==> config.mk <==
export PLATFORM = sky130hd
export DESIGN_NAME = unicycle_dead_reckoning_step
export DESIGN_NICKNAME = d
export VERILOG_FILES = /design/src/rtl/udr_pkg.sv /design/src/rtl/udr_cordic.sv /design/src/rtl/unicycle_dead_reckoning_step.sv
export SDC_FILE = /design/constraint.sdc
export NUM_CORES = 2
export LEC_CHECK = 0
export BUFFER_PORTS_ARGS = -buffer_cell sky130_fd_sc_hd__buf_2
export CORE_AREA = 10 10 513 390
export CTS_BUF_LIST = sky130_fd_sc_hd__clkbuf_2 sky130_fd_sc_hd__clkbuf_4 sky130_fd_sc_hd__clkbuf_8
export DETAILED_ROUTE_END_ITERATION = 8
export DIE_AREA = 0 0 523 400
export GPL_TIMING_DRIVEN = 0
export PLACE_DENSITY = 0.53
export SLEW_MARGIN = 20
export SYNTH_ARGS = -nofsm -noshare
export SYNTH_HDL_FRONTEND = slang
export SYNTH_SLANG_ARGS = --single-unit
==> constraint.sdc <==
create_clock -name clk -period 12.64 [get_ports clk]
set_input_delay 0.632 -clock clk [delete_from_list [all_inputs] [get_ports clk]]
set_output_delay 0.632 -clock clk [all_outputs]
set_load 0.005 [all_outputs]
==> src/rtl/udr_pkg.sv <==
// Shared constants, types and the CORDIC angle table for the dead-reckoning step.
// Used by udr_cordic and unicycle_dead_reckoning_step; no dependencies.
package udr_pkg;

    localparam int CORDIC_STEPS = 16;
    localparam int TABLE_LEN    = 30;
    localparam int STEP_W       = (CORDIC_STEPS > 1) ? $clog2(CORDIC_STEPS) : 1;
    localparam int IDX_W        = 5;

    localparam logic signed [31:0] CORDIC_X0      = 32'sd652032874;
    localparam logic [31:0]        EIGHTH_TURN    = 32'h2000_0000;
    localparam logic signed [32:0] K_SEVEN_TENTHS = 33'sd45875;
    localparam logic signed [32:0] K_HEADING_INC  = 33'sd1093704441;
    localparam logic signed [13:0] RATE_MAX       = 14'sd4096;
    localparam logic signed [13:0] RATE_MIN       = -14'sd4096;

    typedef logic signed [31:0] trig_t;

    typedef struct packed {
        logic  done;
        trig_t sin_val;
        trig_t cos_val;
    } cordic_res_t;

    function automatic logic [31:0] atan_entry(input logic [IDX_W-1:0] idx);
        logic [31:0] val;
        case (idx)
            5'd0:    val = 32'd536870912;
            5'd1:    val = 32'd316933406;
            5'd2:    val = 32'd167458907;
            5'd3:    val = 32'd85004756;
            5'd4:    val = 32'd42667331;
            5'd5:    val = 32'd21354465;
            5'd6:    val = 32'd10679838;
            5'd7:    val = 32'd5340245;
            5'd8:    val = 32'd2670163;
            5'd9:    val = 32'd1335087;
            5'd10:   val = 32'd667544;
            5'd11:   val = 32'd333772;
            5'd12:   val = 32'd166886;
            5'd13:   val = 32'd83443;
            5'd14:   val = 32'd41722;
            5'd15:   val = 32'd20861;
            5'd16:   val = 32'd10430;
            5'd17:   val = 32'd5215;
            5'd18:   val = 32'd2608;
            5'd19:   val = 32'd1304;
            5'd20:   val = 32'd652;
            5'd21:   val = 32'd326;
            5'd22:   val = 32'd163;
            5'd23:   val = 32'd81;
            5'd24:   val = 32'd41;
            5'd25:   val = 32'd20;
            5'd26:   val = 32'd10;
            5'd27:   val = 32'd5;
            5'd28:   val = 32'd3;
            5'd29:   val = 32'd1;
            default: val = 32'd0;
        endcase
        return val;
    endfunction

endpackage

==> src/rtl/udr_cordic.sv <==
// Iterative rotation-mode CORDIC: one micro-rotation per cycle, sine and cosine in Q2.30.
// Depends on udr_pkg (step count, angle table, result struct).
module udr_cordic
    import udr_pkg::*;
(
    input  logic        clk,
    input  logic        rst_n,
    input  logic        start,
    input  logic [31:0] angle,
    output cordic_res_t res
);

    logic              busy_reg;
    logic              done_reg;
    logic [STEP_W-1:0] cnt_reg;
    logic [1:0]        quad_reg;
    trig_t             x_reg;
    trig_t             y_reg;
    trig_t             z_reg;

    logic [31:0]       shifted;
    trig_t             z_init;
    trig_t             x_sh;
    trig_t             y_sh;
    trig_t             atan_val;
    trig_t             x_next;
    trig_t             y_next;
    trig_t             z_next;
    logic              last_step;

    // Fold the angle to the nearest quarter turn; residual in [-1/8, 1/8) turn.
    assign shifted   = angle + EIGHTH_TURN;
    assign z_init    = $signed({2'b00, shifted[29:0]}) - $signed(EIGHTH_TURN);
    assign x_sh      = x_reg >>> cnt_reg;
    assign y_sh      = y_reg >>> cnt_reg;
    assign atan_val  = $signed(atan_entry(IDX_W'(cnt_reg)));
    assign last_step = (cnt_reg == STEP_W'(CORDIC_STEPS - 1));

    always_comb
    begin
        if (!z_reg[31])
        begin
            x_next = x_reg - y_sh;
            y_next = y_reg + x_sh;
            z_next = z_reg - atan_val;
        end
        else
        begin
            x_next = x_reg + y_sh;
            y_next = y_reg - x_sh;
            z_next = z_reg + atan_val;
        end
    end

    always_ff @(posedge clk or negedge rst_n)
    begin
        if (!rst_n)
        begin
            busy_reg <= 1'b0;
            done_reg <= 1'b0;
            cnt_reg  <= '0;
        end
        else
        begin
            done_reg <= 1'b0;
            if (start)
            begin
                busy_reg <= 1'b1;
                cnt_reg  <= '0;
            end
            else if (busy_reg)
            begin
                cnt_reg <= cnt_reg + 1'b1;
                if (last_step)
                begin
                    busy_reg <= 1'b0;
                    done_reg <= 1'b1;
                end
            end
        end
    end

    always_ff @(posedge clk)
    begin
        if (start)
        begin
            x_reg    <= CORDIC_X0;
            y_reg    <= '0;
            z_reg    <= z_init;
            quad_reg <= shifted[31:30];
        end
        else if (busy_reg)
        begin
            x_reg <= x_next;
            y_reg <= y_next;
            z_reg <= z_next;
        end
    end

    // Rotate the result back into its quadrant.
    always_comb
    begin
        res.done = done_reg;
        case (quad_reg)
            2'd0:
            begin
                res.cos_val = x_reg;
                res.sin_val = y_reg;
            end
            2'd1:
            begin
                res.cos_val = -y_reg;
                res.sin_val = x_reg;
            end
            2'd2:
            begin
                res.cos_val = -x_reg;
                res.sin_val = -y_reg;
            end
            default:
            begin
                res.cos_val = y_reg;
                res.sin_val = -x_reg;
            end
        endcase
    end

endmodule

==> src/rtl/unicycle_dead_reckoning_step.sv <==
// Top level of the unicycle dead-reckoning step: sequencer, shared multiplier, APB registers.
// Depends on udr_pkg and udr_cordic.
//
//  channel | handshake                        | payload
//  --------+----------------------------------+-------------------------------------------
//  in      | in_valid / in_ready              | speed_cmd, turn_rate_cmd, running
//  out     | out_valid / out_ready            | pos_east, pos_north, heading_out,
//          |                                  | quat_z, quat_w
//  apb     | psel, penable, pwrite, pready    | paddr, pwdata, prdata
//
// A running beat makes both CORDIC passes; a beat with running low makes only the second.
// The single 33x33 multiplier handles speed*0.7, the east and north products and the
// heading increment in the successive states ST_MUL_SPD, ST_MUL_E, ST_MUL_N and ST_MUL_H.
// Reset clears both start registers, the position accumulators and the heading.
// in_ready is high only while the sequencer is idle. A finished result sits in the output
// register; the next beat is taken while it waits, and the sequencer holds in its last
// state only if a second result is ready before the first one has been taken.
module unicycle_dead_reckoning_step
    import udr_pkg::*;
(
    input  logic               clk,
    input  logic               rst_n,
    // input channel
    input  logic               in_valid,
    output logic               in_ready,
    input  logic signed [15:0] speed_cmd,
    input  logic signed [15:0] turn_rate_cmd,
    input  logic               running,
    // output channel
    output logic               out_valid,
    input  logic               out_ready,
    output logic signed [31:0] pos_east,
    output logic signed [31:0] pos_north,
    output logic [31:0]        heading_out,
    output logic signed [15:0] quat_z,
    output logic signed [15:0] quat_w,
    // configuration port
    input  logic               psel,
    input  logic               penable,
    input  logic               pwrite,
    input  logic [2:0]         paddr,
    input  logic [31:0]        pwdata,
    output logic [31:0]        prdata,
    output logic               pready
);

    // Sequencer states.
    localparam logic [3:0] ST_IDLE    = 4'd0;
    localparam logic [3:0] ST_CORD1   = 4'd1;
    localparam logic [3:0] ST_MUL_SPD = 4'd2;
    localparam logic [3:0] ST_MUL_E   = 4'd3;
    localparam logic [3:0] ST_MUL_N   = 4'd4;
    localparam logic [3:0] ST_MUL_H   = 4'd5;
    localparam logic [3:0] ST_UPD_H   = 4'd6;
    localparam logic [3:0] ST_CSTART2 = 4'd7;
    localparam logic [3:0] ST_CORD2   = 4'd8;
    localparam logic [3:0] ST_FINISH  = 4'd9;

    localparam logic       REG_START_EAST  = 1'b0;
    localparam logic       REG_START_NORTH = 1'b1;

    logic [3:0]         state_reg;
    logic [3:0]         state_next;

    logic signed [15:0] speed_reg;
    logic signed [13:0] rate_reg;
    logic signed [31:0] start_east_reg;
    logic signed [31:0] start_north_reg;
    logic signed [31:0] east_acc_reg;
    logic signed [31:0] north_acc_reg;
    logic [31:0]        heading_reg;
    logic signed [32:0] kspd_reg;
    logic signed [65:0] prod_reg;
    logic               out_valid_reg;

    logic signed [31:0] pos_east_reg;
    logic signed [31:0] pos_north_reg;
    logic [31:0]        heading_out_reg;
    logic signed [15:0] quat_z_reg;
    logic signed [15:0] quat_w_reg;

    logic               in_beat;
    logic               cfg_wr;
    logic               out_free;
    logic               cord_start;
    logic [31:0]        cord_angle;
    cordic_res_t        cord_res;

    logic signed [13:0] rate_clamped;
    logic signed [32:0] mul_a;
    logic signed [32:0] mul_b;
    logic signed [65:0] disp_round;
    logic signed [65:0] disp_full;
    logic signed [33:0] acc_sum;
    logic signed [31:0] acc_sat;
    logic signed [31:0] acc_old;
    logic signed [65:0] hinc_round;

    assign in_ready  = (state_reg == ST_IDLE);
    assign in_beat   = in_valid && in_ready;
    assign pready    = 1'b1;
    assign cfg_wr    = psel && penable && pwrite && pready;
    assign out_free  = !out_valid_reg || out_ready;
    assign out_valid = out_valid_reg;

    assign pos_east    = pos_east_reg;
    assign pos_north   = pos_north_reg;
    assign heading_out = heading_out_reg;
    assign quat_z      = quat_z_reg;
    assign quat_w      = quat_w_reg;

    assign prdata = (paddr[2] == REG_START_NORTH) ? start_north_reg : start_east_reg;

    // Clamp the turn rate to +-1.0 rad/s in Q4.12.
    always_comb
    begin
        if (turn_rate_cmd > 16'sd4096)
            rate_clamped = RATE_MAX;
        else if (turn_rate_cmd < -16'sd4096)
            rate_clamped = RATE_MIN;
        else
            rate_clamped = turn_rate_cmd[13:0];
    end

    // First pass rotates by the current heading, second pass by half the heading after any update.
    assign cord_start = (in_beat && running) || (state_reg == ST_CSTART2);
    assign cord_angle = (state_reg == ST_CSTART2) ? {1'b0, heading_reg[31:1]} : heading_reg;

    udr_cordic u_cordic (
        .clk   (clk),
        .rst_n (rst_n),
        .start (cord_start),
        .angle (cord_angle),
        .res   (cord_res)
    );

    // Shared multiplier operand select.
    always_comb
    begin
        case (state_reg)
            ST_MUL_SPD:
            begin
                mul_a = {{17{speed_reg[15]}}, speed_reg};
                mul_b = K_SEVEN_TENTHS;
            end
            ST_MUL_E:
            begin
                mul_a = prod_reg[32:0];
                mul_b = {cord_res.sin_val[31], cord_res.sin_val};
            end
            ST_MUL_N:
            begin
                mul_a = kspd_reg;
                mul_b = {cord_res.cos_val[31], cord_res.cos_val};
            end
            ST_MUL_H:
            begin
                mul_a = {{19{rate_reg[13]}}, rate_reg};
                mul_b = K_HEADING_INC;
            end
            default:
            begin
                mul_a = '0;
                mul_b = '0;
            end
        endcase
    end

    // Round the displacement product by 2^38 (half up) and add with saturation.
    // In ST_MUL_N the product holds the east term, in ST_MUL_H the north term.
    assign acc_old    = (state_reg == ST_MUL_H) ? north_acc_reg : east_acc_reg;
    assign disp_round = prod_reg + (66'sd1 <<< 37);
    assign disp_full  = disp_round >>> 38;
    assign acc_sum    = {{2{acc_old[31]}}, acc_old} + disp_full[33:0];
    assign hinc_round = prod_reg + 66'sd32768;

    always_comb
    begin
        if (acc_sum[33:31] == 3'b000 || acc_sum[33:31] == 3'b111)
            acc_sat = acc_sum[31:0];
        else if (acc_sum[33])
            acc_sat = 32'sh8000_0000;
        else
            acc_sat = 32'sh7FFF_FFFF;
    end

    // Q2.30 to Q2.14 with half-up rounding and clamping to +-1.0.
    function automatic logic signed [15:0] to_q14(input logic signed [31:0] v);
        logic signed [32:0] sum;
        logic signed [16:0] r;
        logic signed [15:0] q;
        sum = {v[31], v} + 33'sd32768;
        r   = sum[32:16];
        if (r > 17'sd16384)
            q = 16'sd16384;
        else if (r < -17'sd16384)
            q = -16'sd16384;
        else
            q = r[15:0];
        return q;
    endfunction

    always_comb
    begin
        state_next = state_reg;
        case (state_reg)
            ST_IDLE:
            begin
                if (in_beat)
                    state_next = running ? ST_CORD1 : ST_CSTART2;
            end
            ST_CORD1:
            begin
                if (cord_res.done)
                    state_next = ST_MUL_SPD;
            end
            ST_MUL_SPD: state_next = ST_MUL_E;
            ST_MUL_E:   state_next = ST_MUL_N;
            ST_MUL_N:   state_next = ST_MUL_H;
            ST_MUL_H:   state_next = ST_UPD_H;
            ST_UPD_H:   state_next = ST_CSTART2;
            ST_CSTART2: state_next = ST_CORD2;
            ST_CORD2:
            begin
                if (cord_res.done)
                    state_next = ST_FINISH;
            end
            ST_FINISH:
            begin
                if (out_free)
                    state_next = ST_IDLE;
            end
            default:    state_next = ST_IDLE;
        endcase
    end

    always_ff @(posedge clk or negedge rst_n)
    begin
        if (!rst_n)
        begin
            state_reg       <= ST_IDLE;
            out_valid_reg   <= 1'b0;
            start_east_reg  <= '0;
            start_north_reg <= '0;
            east_acc_reg    <= '0;
            north_acc_reg   <= '0;
            heading_reg     <= '0;
        end
        else
        begin
            state_reg <= state_next;

            // A preset write also loads the matching accumulator.
            if (cfg_wr)
            begin
                if (paddr[2] == REG_START_EAST)
                begin
                    start_east_reg <= pwdata;
                    east_acc_reg   <= pwdata;
                end
                else
                begin
                    start_north_reg <= pwdata;
                    north_acc_reg   <= pwdata;
                end
            end

            if (state_reg == ST_MUL_N)
                east_acc_reg <= acc_sat;
            if (state_reg == ST_MUL_H)
                north_acc_reg <= acc_sat;
            if (state_reg == ST_UPD_H)
                heading_reg <= heading_reg + hinc_round[47:16];

            if (state_reg == ST_FINISH && out_free)
                out_valid_reg <= 1'b1;
            else if (out_ready)
                out_valid_reg <= 1'b0;
        end
    end

    always_ff @(posedge clk)
    begin
        if (in_beat)
        begin
            speed_reg <= speed_cmd;
            rate_reg  <= rate_clamped;
        end
        prod_reg <= mul_a * mul_b;
        if (state_reg == ST_MUL_E)
            kspd_reg <= prod_reg[32:0];
        if (state_reg == ST_FINISH && out_free)
        begin
            pos_east_reg    <= east_acc_reg;
            pos_north_reg   <= north_acc_reg;
            heading_out_reg <= heading_reg;
            quat_z_reg      <= to_q14(cord_res.sin_val);
            quat_w_reg      <= to_q14(cord_res.cos_val);
        end
    end

    // The CORDIC only finishes while the sequencer waits on it.
    assert property (@(posedge clk) disable iff (!rst_n)
        cord_res.done |-> (state_reg == ST_CORD1 || state_reg == ST_CORD2))
        else $error("CORDIC finished outside a wait state");

    // An accepted beat always starts a CORDIC pass.
    assert property (@(posedge clk) disable iff (!rst_n)
        in_beat |=> (state_reg == ST_CORD1 || state_reg == ST_CSTART2))
        else $error("accepted beat did not start the sequencer");

    // A result never overwrites one that has not been taken.
    assert property (@(posedge clk) disable iff (!rst_n)
        (state_reg == ST_FINISH && out_valid_reg && !out_ready) |=> state_reg == ST_FINISH)
        else $error("sequencer left FINISH while output was blocked");

    // The heading only moves in its update state.
    assert property (@(posedge clk) disable iff (!rst_n)
        (state_reg != ST_UPD_H) |=> $stable(heading_reg))
        else $error("heading changed outside its update state");

endmodule
==> out/results.ini <==
[setup_path]
crit_required_ns=13.30
crit_path_start_kind=flip-flop
cp_max_fo=10
crit_type=flip-flop to flip-flop
crit_path_end_kind=flip-flop
timing.critical_path.mode_cell=fa_1
crit_slowest_cell=ha_1
worstPathArrival_ns=13.20
cp_slowest_stage_delay_ns=0.64

[floorplanning]
die_height_um=400
chipWidth_um=523
initial_core_util_pct=39.7
dieArea_um2=209000
ios=238
row_count=139
core_region_area_um2=190000

[synthesis]
yosysWarnings=0
synth-seq-cells=526
synth.cell_area_um2=75600
synth-edff-count=225
async_flop_share_pct=32.5
avgSynthCellArea_um2=8.91
yosys.area.top_type_share_pct=30.5
synth.most_common_cell=nand2_1
syn_nets=10100
ys_seq_area_share_pct=18.1
synth_ff_type=edfxtp_1
synthTopCellsByCount=nand2_1 (1,386), inv_1 (1,170), fa_1 (1,150)
ys_top_cells_by_area=fa_1 (30%), edfxtp_1 (8.9%), nand2_1 (6.9%)
synth.largest_area_cell=fa_1
synth_cells=8478
synthDistinctLibCells=96

[global_route]
use_met3_pct=10.7
grt-ovfl-total=0
gr-max-usage-layer=met2
use_met1_pct=44.3
use_met2_pct=45.4
track_usage_pct=32.0
grt_pass1_wl_um=483000
grt_max_degree=95
antenna_found_initial=25
grt_pass1_vias=65500

[detailed_routing]
dr.pass1.iters=6
drc=0
dr_total_vias=66500
viasPerCell=5.76
ant_nets=0
wire_per_inst_um=29.5
drt_iter0_markers=7624
drt_wl_total_um=341000

[place]
hpwl_um=282000
port_buffers=233
place_congestion=1.03
placedCellCount=11300
place_ws_ns=-2.63

[timing]
maxSlewHeadroom_pct=12.4
grt_setup_unrepaired=false
slew_viol_final=0
fin_crit_sh_pct=99.2
layout_setup_ws_ns=0.0991
finalSetupViolCount=0
timing.fmax_mhz=79.7
worst_pin_slew_ns=1.31
finalClockSkew_ns=0.0759
period_minus_slack_ns=12.54
hold_viol=0
tns_ns=0

[final_layout]
multi_input_area_um2=56200
seq_area_um2=13600
largest_reg_flops=66
num-fill-cells=18900
final_cell_count_no_fill=11500
drive_gt1_share_pct=10.1
num-nets-final=10500
syn_to_final_growth_pct=11.7

[worst_hold_path]
worstHoldPathType=primary input to flip-flop

[cts]
cts_buffer_depth=3
insertion_delay_ns=0.87
numCtsBuffers=102
cts.sinks=526
cts_root_buf=clkbuf_8
htree_levels=3
cts_tree=built
clkTransAtPathRegs_ns=0.06

[run_status]
outcome=completed

[run]
maxCapViolations=0

## worst paths after layout
kind,from,to,slack (ns),depth (start not counted)
max,u_cordic.x_reg[1],prod_reg[64],0.1,32
min reg2reg,prod_reg[7],kspd_reg[7],0.42,0
max in group asynchronous,rst_n,start_north_reg[9],11.34,3
min,pwdata[24],start_north_reg[24],0.05,3
min in group asynchronous,rst_n,start_east_reg[22],0.34,2
max reg2reg,u_cordic.x_reg[1],prod_reg[64],0.1,32
## through the flow
step	utilization [%]	hold slack, ns	instance area [um2]
2_1_floorplan	-	0.336	75600
3_3_place_gp	42.0	0.411	79900
3_5_place_dp	42.6	0.415	81000
4_1_cts	44.2	0.00169	84100
5_1_grt	44.4	0.0337	84300
6_report	44.4	0.0514	84400
## cell families after synthesis
kind of cell	share of synthesized area [%]
AND/OR/NAND/NOR	16.1
adder cells (fa/ha/maj)	36.9
multiplexers	4.93
AO/OA/AOI/OAI	10.5
other	0.00496
XOR/XNOR	5.22
flip-flops	18.1
buffers and inverters	8.32
## cells in the final DEF (no fill, tap or decap), types with 53 or more instances in the layout
cell	n
clkbuf_8	115
a31oi_1	61
ha_1	386
inv_1	1169
mux4_2	73
mux2_2	65
xnor2_1	282
nor3_1	89
a21o_1	95
nand2b_1	53
and3_1	96
o21a_1	57
xor2_1	167
edfxtp_1	225
buf_2	248
nand2_1	1385
nand3_1	130
mux2i_1	130
clkbuf_2	99
dfxtp_1	130
clkbuf_1	301
a21oi_1	328
and2_1	56
nor2_1	745
fa_1	1148
dfrtp_1	171
o21ai_0	257
## routing by layer
| metal | share of wire (%) | vias up |
|---|---|---|
| li1 | - | 28400 |
| met1 | 42 | 33700 |
| met2 | 40 | 3715 |
| met3 | 12 | 673 |
| met4 | 5.1 | 16 |
| met5 | 0.029 | - |
## repair_timing
action,4_1_cts,5_1_grt
hold buffers,31,0
cloned,0,0
resized for setup,109,106
endpoints found under the hold margin,114,0
setup buffers,5,12
setup endpoints to repair,43,15
pin swaps,2,5
## critical path: cells and delay by family, from the launching register on
kind | cells | cell delay [ns]
multiplexers | 1 | 0.45
XOR/XNOR | 2 | 0.65
adder cells (fa/ha/maj) | 10 | 5.01
AND/OR/NAND/NOR | 4 | 1.53
AO/OA/AOI/OAI | 8 | 2.73
buffers and inverters | 7 | 1.48
flip-flops | 1 | 0.46
## cell type report
cell class	count	share of cell area [%]
inverters	1175	5.23
clock inverters	45	0.771
clock buffers	148	2.17
multi-input cells	6289	66.7
diodes	18	0.0534
repair buffers	328	2.80
plain buffers	474	2.39
flip-flops and latches	526	16.2
well taps	2538	3.76
Power is not shown: default switching activity piles up to over one toggle a cycle in this logic, so the estimate is an artifact.
